`config.mk`:
```
export PLATFORM = sky130hd
export DESIGN_NAME = swmq_cell
export DESIGN_NICKNAME = d
export VERILOG_FILES = /design/src/rtl/swmq_pkg.sv /design/src/rtl/swmq_cell.sv
export SDC_FILE = /design/constraint.sdc
export NUM_CORES = 1
export LEC_CHECK = 0
export ABC_CLOCK_PERIOD_IN_PS = 5500
export CAP_MARGIN = 30
export CORE_MARGIN = 1.5
export CORE_UTILIZATION = 30
export CTS_CLUSTER_DIAMETER = 120
export DETAILED_ROUTE_END_ITERATION = 6
export DONT_BUFFER_PORTS = 1
export PLACE_DENSITY = 0.47
export SLEW_MARGIN = 20
export SYNTH_ARGS = -nofsm -noshare
export SYNTH_HDL_FRONTEND = slang
export SYNTH_SLANG_ARGS = --single-unit
export TNS_END_PERCENT = 1
```
`constraint.sdc`:
```
create_clock -name clk_i -period 5.5 [get_ports clk_i]
set_clock_uncertainty 0.2 [all_clocks]
set_input_delay 0.55 -clock clk_i [delete_from_list [all_inputs] [get_ports clk_i]]
set_output_delay 0.55 -clock clk_i [all_outputs]
set_load 0.02 [all_outputs]
```
`src/rtl/swmq_pkg.sv`:
```
// Shared types and codes for the stack with running median.
package swmq_pkg;

  // Command codes carried on the action port.
  localparam logic [1:0] ACT_PUSH = 2'd0;
  localparam logic [1:0] ACT_POP  = 2'd1;
  localparam logic [1:0] ACT_PEEK = 2'd2;

  // Result status codes.
  typedef enum logic [1:0] {
    ST_OK    = 2'd0,
    ST_EMPTY = 2'd1,
    ST_FULL  = 2'd2
  } swmq_status_e;

  // What every cell of the sorted chain does in a cycle. The shifted forms
  // also move the whole window one cell so that the median stays in place.
  typedef enum logic [2:0] {
    MODE_HOLD,
    MODE_INS,
    MODE_INS_SH,
    MODE_DEL,
    MODE_DEL_SH
  } swmq_mode_e;

  // Compare flags that a cell shows its neighbours.
  typedef struct packed {
    logic occ;
    logic gt;
    logic ge;
  } swmq_flags_t;

endpackage

```
`src/rtl/swmq_cell.sv`:
```
// One cell of the sorted chain: holds one value and moves it to or from its neighbours.
module swmq_cell import swmq_pkg::*; #(
  parameter int unsigned VW       = 16,
  parameter int unsigned IW       = 11,
  parameter int unsigned CELL_IDX = 0
) (
  input  logic        clk_i,
  input  swmq_mode_e  mode_i,
  input  logic [VW-1:0] key_i,
  input  logic [IW-1:0] lo_i,
  input  logic [IW-1:0] hi_i,
  input  logic [VW-1:0] left_val_i,
  input  swmq_flags_t   left_flg_i,
  input  logic [VW-1:0] right_val_i,
  input  swmq_flags_t   right_flg_i,
  output logic [VW-1:0] val_o,
  output swmq_flags_t   flg_o
);

  localparam logic [IW-1:0] Idx = IW'(CELL_IDX);

  logic [VW-1:0] val_q, val_d;
  swmq_flags_t   flg;

  // A cell is occupied when its index lies inside the live window.
  always_comb begin
    flg.occ = (Idx >= lo_i) && (Idx < hi_i);
    flg.gt  = flg.occ && (val_q > key_i);
    flg.ge  = flg.occ && (val_q >= key_i);
  end

  always_comb begin
    val_d = val_q;
    unique case (mode_i)
      MODE_INS: begin
        if (left_flg_i.gt) begin
          val_d = left_val_i;
        end else if (!flg.occ || flg.gt) begin
          val_d = key_i;
        end
      end
      MODE_INS_SH: begin
        if (flg.gt) begin
          val_d = val_q;
        end else if (!right_flg_i.occ || right_flg_i.gt) begin
          val_d = key_i;
        end else begin
          val_d = right_val_i;
        end
      end
      MODE_DEL: begin
        if (flg.ge) begin
          val_d = right_val_i;
        end
      end
      MODE_DEL_SH: begin
        if (!left_flg_i.ge) begin
          val_d = left_val_i;
        end
      end
      default: val_d = val_q;
    endcase
  end

  always_ff @(posedge clk_i) begin
    val_q <= val_d;
  end

  assign val_o = val_q;
  assign flg_o = flg;

endmodule

```
* Word-level counts from Yosys, hierarchy flattened
Index checks and enable logic that the tools add are counted.
** Storage, ports and cells
- Flip-flop bits (word level) :: 16
- Output and inout bits :: 19
** Operators by class
- Magnitude comparators :: 4
- Eq/ne operators :: 8
- Multiplexer cells :: 7
- Reduce and logical (&&, ||, !) cells :: 9
** Operators with widths (count)
- two-way mux 16 bit :: 6
- one-hot mux 16 bit (4 select lines) :: 1
- >= comparator 16 bit :: 1
- greater-than comparator 16 bit :: 1
- >= comparator 1 x 11 -> 1 bit (first input constant) :: 1
- less-than comparator 1 x 11 -> 1 bit (first input constant) :: 1
- equality test 3 x 2 -> 1 bit (second input constant) :: 2
- != test 2 bit (second input constant) :: 3
- AND reduction 5 bit :: 1
- nonzero test 4 bit :: 1
- equality test 3 x 1 -> 1 bit (second input constant) :: 1
- equality test 3 bit (second input constant) :: 1
- logical AND 1 bit :: 3
- != test 3 bit (second input constant) :: 1
- zero test 1 bit :: 2
- logical OR 1 bit :: 2

* Depth between registers and ports, before layout
Gate-level depths: netlist of the first run.
- Word-level depth :: 7
- Gate-level depth with buffers :: 7

* Least setup slack after synthesis of the first run
Ideal clock, no wire load.
- Path type :: input to register
- Start point :: input key_i[7]
- End point :: register val_q[0] (netlist: val_o[0]) (enable)
- Library setup time :: 0.442 ns
- Arrival :: 3.522 ns
- Path slack :: 1.336 ns
- Stages on the path :: 7
- Buffers on the path :: 0
- Cell sequence :: inv_1 > ha_1 > nand4_2 > a211o_1 > a211oi_1 > a2111oi_0 > a2111oi_1
** Between the ends
- Word-level cells in the longest chain between the ends :: 5
- Elaborated cells between the ends (all ways) :: 9
- Classes of those cells :: order compare (2); eq/ne (3); reduce/logical (4)
** Ends and longest elaborated chain
- from (decl) :: RTL line swmq_cell.sv:9 : input logic [VW-1:0] key_i,
- greater-than comparator 16 bit :: RTL line swmq_cell.sv:28 : flg.gt = flg.occ && (val_q > key_i);
- logical AND 1 bit :: RTL line swmq_cell.sv:28
- logical OR 1 bit :: RTL line swmq_cell.sv:38 : end else if (!flg.occ || flg.gt) begin
- != test 3 bit (no line)
- AND reduction 5 bit (no line) *
- to (signal assigned) :: RTL line swmq_cell.sv:66 : val_q <= val_d;
- to (decl) :: RTL line swmq_cell.sv:22 : logic [VW-1:0] val_q, val_d;
Every way passes the cells marked *; elsewhere a longest branch is shown, timed or not.
A chain may end at the register's enable or synchronous reset.

==> results.toml, run 1 <==
[status]
status = "finished, final reports clean"

[logic_synthesis]
ys_seq_area_share_pct = 27.5
syn_area_mm2 = 0.00175
ys_warn_count = 0
avgSynthCellArea_um2 = 8.44
synth_edf_count = 16
netlist_instances = 207
synth_seq_cells = 16
ys_async_sr_fraction_pct = 0
synthFlopType = "edfxtp_1"
synth_nets = 303
synthDistinctLibCells = 48

[floorplan]
initial_utilization_pct = 31.3
fp.dieH_um = 79.3
coreArea_mm2 = 0.00557
dieArea_mm2 = 0.00629
row_count = 27
die_x_um = 79.3
io_pins = 99

[power]
power.density_mw_per_mm2 = 218
p_leak_nw = 0.745
total_power_mw = 0.407
vdd_drop_max_v = 0.0000906

[grt]
grt_pass1_wl_mm = 7.92
grt-ovfl-total = 0
grt_max_degree = 22
antenna_found_initial = 0
grt_use_total_pct = 16.4
grt_pass1_vias = 1601

[clocking]
clk_path_buf_depth = 2
cts-resized-gates = 0
clkTransAtPathRegs_ns = 0.08
cts_hold_buf = 0
cts_made_buffers = 3
cts_htree_levels = 1
cts_sinks = 16
clockRootBuffer = "clkbuf_8"
cts_tree = "built"
post_cts_buffers = 0
clock_latency_ns = 0.26

[hold_path]
min-delay-path-class = "in -> reg"

[critical_path]
crit_path_start_kind = "flop"
cp_max_fo = 3
critical_path_class = "reg -> out"
crit_chain = "ha_1, nand4_1, or2_1, a21oi_1, nor2_1, nor3_1"
cp.required_ns = 4.75
crit_slowest_cell = "nor3_1"
arrival_ns = 2.42
max_stage_delay_ns = 0.53
end_kind = "output pin"

[route]
drcViolationCount = 0
ant_nets = 0
vias = 1542
firstDrtPassIters = 4
routed_wl_mm = 5.07
viasPerCell = 5.61
wl_per_cell_um = 18.4
drtIter0Drc = 53

[placement]
io_buffers = 0
hpwl_mm = 3.95
gp_congestion = 0.752
place_area_mm2 = 0.00182

[layout]
stdcell_area_mm2 = 0.00186
fin_nets = 300
n_antenna_cell = 0
largest_reg_flops = 16
syn_to_final_growth_pct = 6.59
drive_gt1_share_pct = 7.39

[timing]
rsz0062_at_grt = "no"
fin_crit_ns = 3.17
finalSetupViolCount = 0
fmax_ghz = 0.316
fin_setup_tns_ns = 0
relSlewSlack_pct = 49.2
final_hold_viol_count = 0
worst_slew_pin_slew_ns = 0.762
finalMaxSlewViolations = 0
fin_crit_sh_pct = 57.6

[flow_run]
cap_viol_max_count = 0
==> metrics by stage <==
step	hold slack [ns]	setup slack, ns	instances	utilization [%]
floorplan	0.611	1.34	207	-
global placement	0.629	2.53	270	32.3
detailed placement	0.662	2.54	271	32.6
CTS	0.367	2.28	275	33.4
global route	0.380	2.18	275	33.4
finish	0.377	2.33	275	33.4
==> synth_stat cells, types with 2 or more instances <==
cell | number | area (um2)
clkbuf_1 | 6 | 22.5
mux2i_1 | 7 | 70.1
o22a_1 | 8 | 70.1
ha_1 | 16 | 200
inv_1 | 21 | 78.8
o21ai_0 | 6 | 30.0
nand2b_1 | 5 | 31.3
nor3_1 | 3 | 15.0
nand4_1 | 2 | 12.5
buf_2 | 2 | 10.0
nor2_1 | 27 | 101
a21oi_1 | 10 | 50.1
o22ai_1 | 10 | 62.6
o21a_1 | 2 | 15.0
edfxtp_1 | 16 | 480
o21ai_1 | 8 | 40.0
and2_1 | 2 | 12.5
nor4_1 | 5 | 31.3
nand2_1 | 9 | 33.8
a221oi_1 | 14 | 123
==> final timing paths <==
kind                                           from                   to  slack [ns]  cells past startpoint
worst min-delay path                      key_i[13]  val_o[13]$_DFFE_PP_        0.38                      2
worst max-delay path            val_o[14]$_DFFE_PP_             flg_o[1]        2.33                      6
worst min register to register  val_o[15]$_DFFE_PP_   val_o[0]$_DFFE_PP_        1.27                      6
worst max register to register  val_o[14]$_DFFE_PP_  val_o[12]$_DFFE_PP_        2.60                      7
==> logic make-up after synthesis <==
family	after synthesis	share of synthesized area, %
AND/OR/NAND/NOR	64	18.6
AO/OA/AOI/OAI	70	29.3
multiplexers	8	4.66
adder cells (fa/ha/maj)	16	11.5
flip-flops	16	27.5
buffers and inverters	33	8.45
==> layout by cell type, fill, tap and decap left out, drive strengths merged, types with 5 or more instances in the layout <==
master / count
o21ai: 14
o22a: 8
edfxtp: 16
nor4: 5
inv: 22
o22ai: 10
a21oi: 10
nand2: 10
mux2i: 7
ha: 16
a221oi: 14
nor2: 27
nand2b: 6
==> power by group <==
group | switching (mW) | leakage (nW) | internal, mW | total, mW
logic | 0.0652 | 0.567 | 0.0542 | 0.119
registers | 0.0320 | 0.155 | 0.157 | 0.189
clock network | 0.0490 | 0.0231 | 0.0497 | 0.0987
total | 0.146 | 0.745 | 0.260 | 0.407
==> layer usage <==
metal  routed length (um)  vias up  share of wire, %  track usage, %
met5                    0        -                 0               0
met4                   15        0              0.30            1.58
met3                  448        2               8.8            5.52
met2                 2410       64                47            28.5
met1                 2200      698                43            20.2
li1                     -      778                 -               -
==> worst max-delay path: cells and delay by family, from the launching register on <==
kind,cells,cell delay (ns)
AOI/OAI and AO/OA,1,0.22
adders and majority gates,1,0.35
DFF,1,0.51
and+or+nand+nor,4,1.08
==> final cells by class <==
type	instances	area [um2]
fill	601	3710
multi-input combinational	158	1120
sequential	16	480
inverter	23	100
tap	72	90.1
clock buffer	3	41.3
timing repair buffer	2	22.5
clock inverter	1	3.75
Power figures use the tool's default switching activity.
==> run 2: changes to the inputs <==
--- a/config.mk
+++ b/config.mk
@@ -5,14 +5,14 @@
 export SDC_FILE = /design/constraint.sdc
 export NUM_CORES = 1
 export LEC_CHECK = 0
-export ABC_CLOCK_PERIOD_IN_PS = 5500
+export ABC_CLOCK_PERIOD_IN_PS = 2790
 export CAP_MARGIN = 30
 export CORE_MARGIN = 1.5
 export CORE_UTILIZATION = 30
 export CTS_CLUSTER_DIAMETER = 120
 export DETAILED_ROUTE_END_ITERATION = 6
 export DONT_BUFFER_PORTS = 1
-export PLACE_DENSITY = 0.47
+export PLACE_DENSITY = 0.48
 export SLEW_MARGIN = 20
 export SYNTH_ARGS = -nofsm -noshare
 export SYNTH_HDL_FRONTEND = slang
==> constraint.sdc (replaced) <==
create_clock -name clk_i -period 2.79 [get_ports clk_i]
set_clock_uncertainty 0.2 [all_clocks]
set_input_delay 0.279 -clock clk_i [delete_from_list [all_inputs] [get_ports clk_i]]
set_output_delay 0.279 -clock clk_i [all_outputs]
set_load 0.02 [all_outputs]
==> run 2 against run 1 <==
Register-to-register slack worse by 2.5 ns. Combinational power rose to 2.9 times the previous value. Die area unchanged. First-iteration DRC count down 62%. Critical endpoint is now val_o[11]$_DFFE_PP_. Highest routed layer unchanged. Sequential share of layout area down 3.0 points. Worst setup slack worse by 2.2 ns. Clock power up 88%. Critical path depth up 2. Via count up 8.0%. Final cell count up 7.3%.
==> results.toml, run 2 (synthesis results as in run 1) <==
[floorplan]
coreArea_mm2 = 0.00557
die_x_um = 79.3
dieArea_mm2 = 0.00629
row_count = 27
initial_utilization_pct = 31.3
fp.dieH_um = 79.3
io_pins = 99

[route]
ant_nets = 0
firstDrtPassIters = 5
drtIter0Drc = 20
drcViolationCount = 0
wl_per_cell_um = 18.0
viasPerCell = 5.65
vias = 1666
routed_wl_mm = 5.30

[hold_path]
min_from = "key_i[13]"
min_to = "val_o[13]$_DFFE_PP_"
hold_path_depth = 2
min-delay-path-class = "in -> reg"

[layout]
final_common_cell = "nor2_1"
syn_to_final_growth_pct = 20.8
drive_gt1_share_pct = 20.2
fillerInstances = 582
n_antenna_cell = 0
multi_input_comb_area_mm2 = 0.00122
largest_reg_flops = 16
register_area_um2 = 480
fin_nets = 320
mostFrequentLayoutCells = "nor2_1 (27), inv_1 (21), buf_4 (21)"
stdcell_area_mm2 = 0.00211

[status]
status = "finished, final reports clean"

[critical_path]
r2r_setup_slack_ns = 0.10
r2r_start = "val_o[11]$_DFFE_PP_"
cp_top_family = "simple AND/OR/NAND/NOR gates"
crit_path_start_kind = "flop"
cp.required_ns = 2.60
critical_path_class = "reg -> reg"
max_stage_delay_ns = 0.40
cp_max_fo = 16
crit_chain = "ha_1, nand4_1, or2_1, or2b_1, a2111oi_2, buf_4, a2111oi_4, buf_12"
crit_slowest_cell = "edfxtp_1"
reg2reg_to = "val_o[11]$_DFFE_PP_"
end_kind = "flop"
timing.critical_path.buf_inv = 2
arrival_ns = 2.50
reg2reg_depth = 8

[power]
vdd_drop_max_v = 0.000173
power.density_mw_per_mm2 = 410
p_leak_nw = 0.847

[clocking]
clkTransAtPathRegs_ns = 0.07
cts_sinks = 16
clk_path_buf_depth = 2
clockRootBuffer = "clkbuf_8"
cts_made_buffers = 3
clock_latency_ns = 0.25
cts_htree_levels = 1
cts_tree = "built"

[grt]
grt_max_degree = 21
grt_pass1_vias = 1704
grt-ovfl-total = 0
grt_use_total_pct = 17.2
antenna_found_initial = 0
grt_pass1_wl_mm = 8.22

[timing]
fin_crit_sh_pct = 96.3
whs_ns = 0.119
fin_crit_ns = 2.69
finalSetupViolCount = 0
worst_slew_pin_slew_ns = 0.618
fin_setup_tns_ns = 0
relSlewSlack_pct = 58.7
finalMaxSlewViolations = 0
final_hold_viol_count = 0
fmax_ghz = 0.372

[placement]
gp_congestion = 0.773
hpwl_mm = 4.13
place_area_mm2 = 0.00205
io_buffers = 0

[flow_run]
cap_viol_max_count = 0
[run 2: cell count changes in the layout (fill, tap and decap cells not counted), sizes merged]
cell	before	now
buf	2	22
[run 2: report_power, final]
part           switching, mW  internal, mW
clock network         0.0880        0.0978
logic                  0.190         0.160
registers             0.0213         0.307
total                  0.299         0.565
[run 2: through the flow]
| step | utilization, % | cells | total power, mW | setup WS (ns) |
|---|---|---|---|---|
| finish | 37.8 | 295 | 0.864 | 0.103 |
| floorplan | - | 207 | 0.580 | -0.0842 |
| global route | 37.8 | 295 | 0.920 | -0.0254 |
| CTS | 37.6 | 295 | 0.871 | 0.0885 |
| detailed placement | 36.7 | 291 | 0.684 | 0.111 |
| global placement | 36.7 | 291 | 0.681 | 0.0850 |
[run 2: repair_timing]
item                                    in CTS  in global routing
endpoints found under the setup margin       0                 16
buffers inserted                             0                  0
hold buffers                                 0                  0
resized for setup                            0                  4
[run 2: how the worst max path moves through the flow]
stage	start	end	slack, ns	cells past startpoint
floorplan	val_o[6]$_DFFE_PP_	val_o[0]$_DFFE_PP_	-0.08	6
global placement	val_o[11]$_DFFE_PP_	val_o[7]$_DFFE_PP_	0.09	8
detailed placement	val_o[11]$_DFFE_PP_	val_o[7]$_DFFE_PP_	0.11	8
CTS	val_o[11]$_DFFE_PP_	val_o[8]$_DFFE_PP_	0.09	8
global route	val_o[5]$_DFFE_PP_	val_o[11]$_DFFE_PP_	-0.03	8
finish	val_o[11]$_DFFE_PP_	val_o[11]$_DFFE_PP_	0.10	8
[run 2: cell type report]
cell class / count / area share [%]
Clock inverter: 1 / 0.178
Sequential cell: 16 / 22.8
Timing Repair Buffer: 22 / 8.42
Multi-Input combinational cell: 158 / 57.7
Clock buffer: 3 / 1.96
Tap cell: 72 / 4.27
Inverter: 23 / 4.74
[run 2: layer usage]
metal / track usage [%] / up-vias / share of wire [%]
met5: 0 / - / 0
met4: 4.91 / 0 / 0.87
met3: 3.91 / 5 / 7.4
met2: 29.3 / 62 / 49
met1: 21.5 / 776 / 43
li1: - / 823 / -
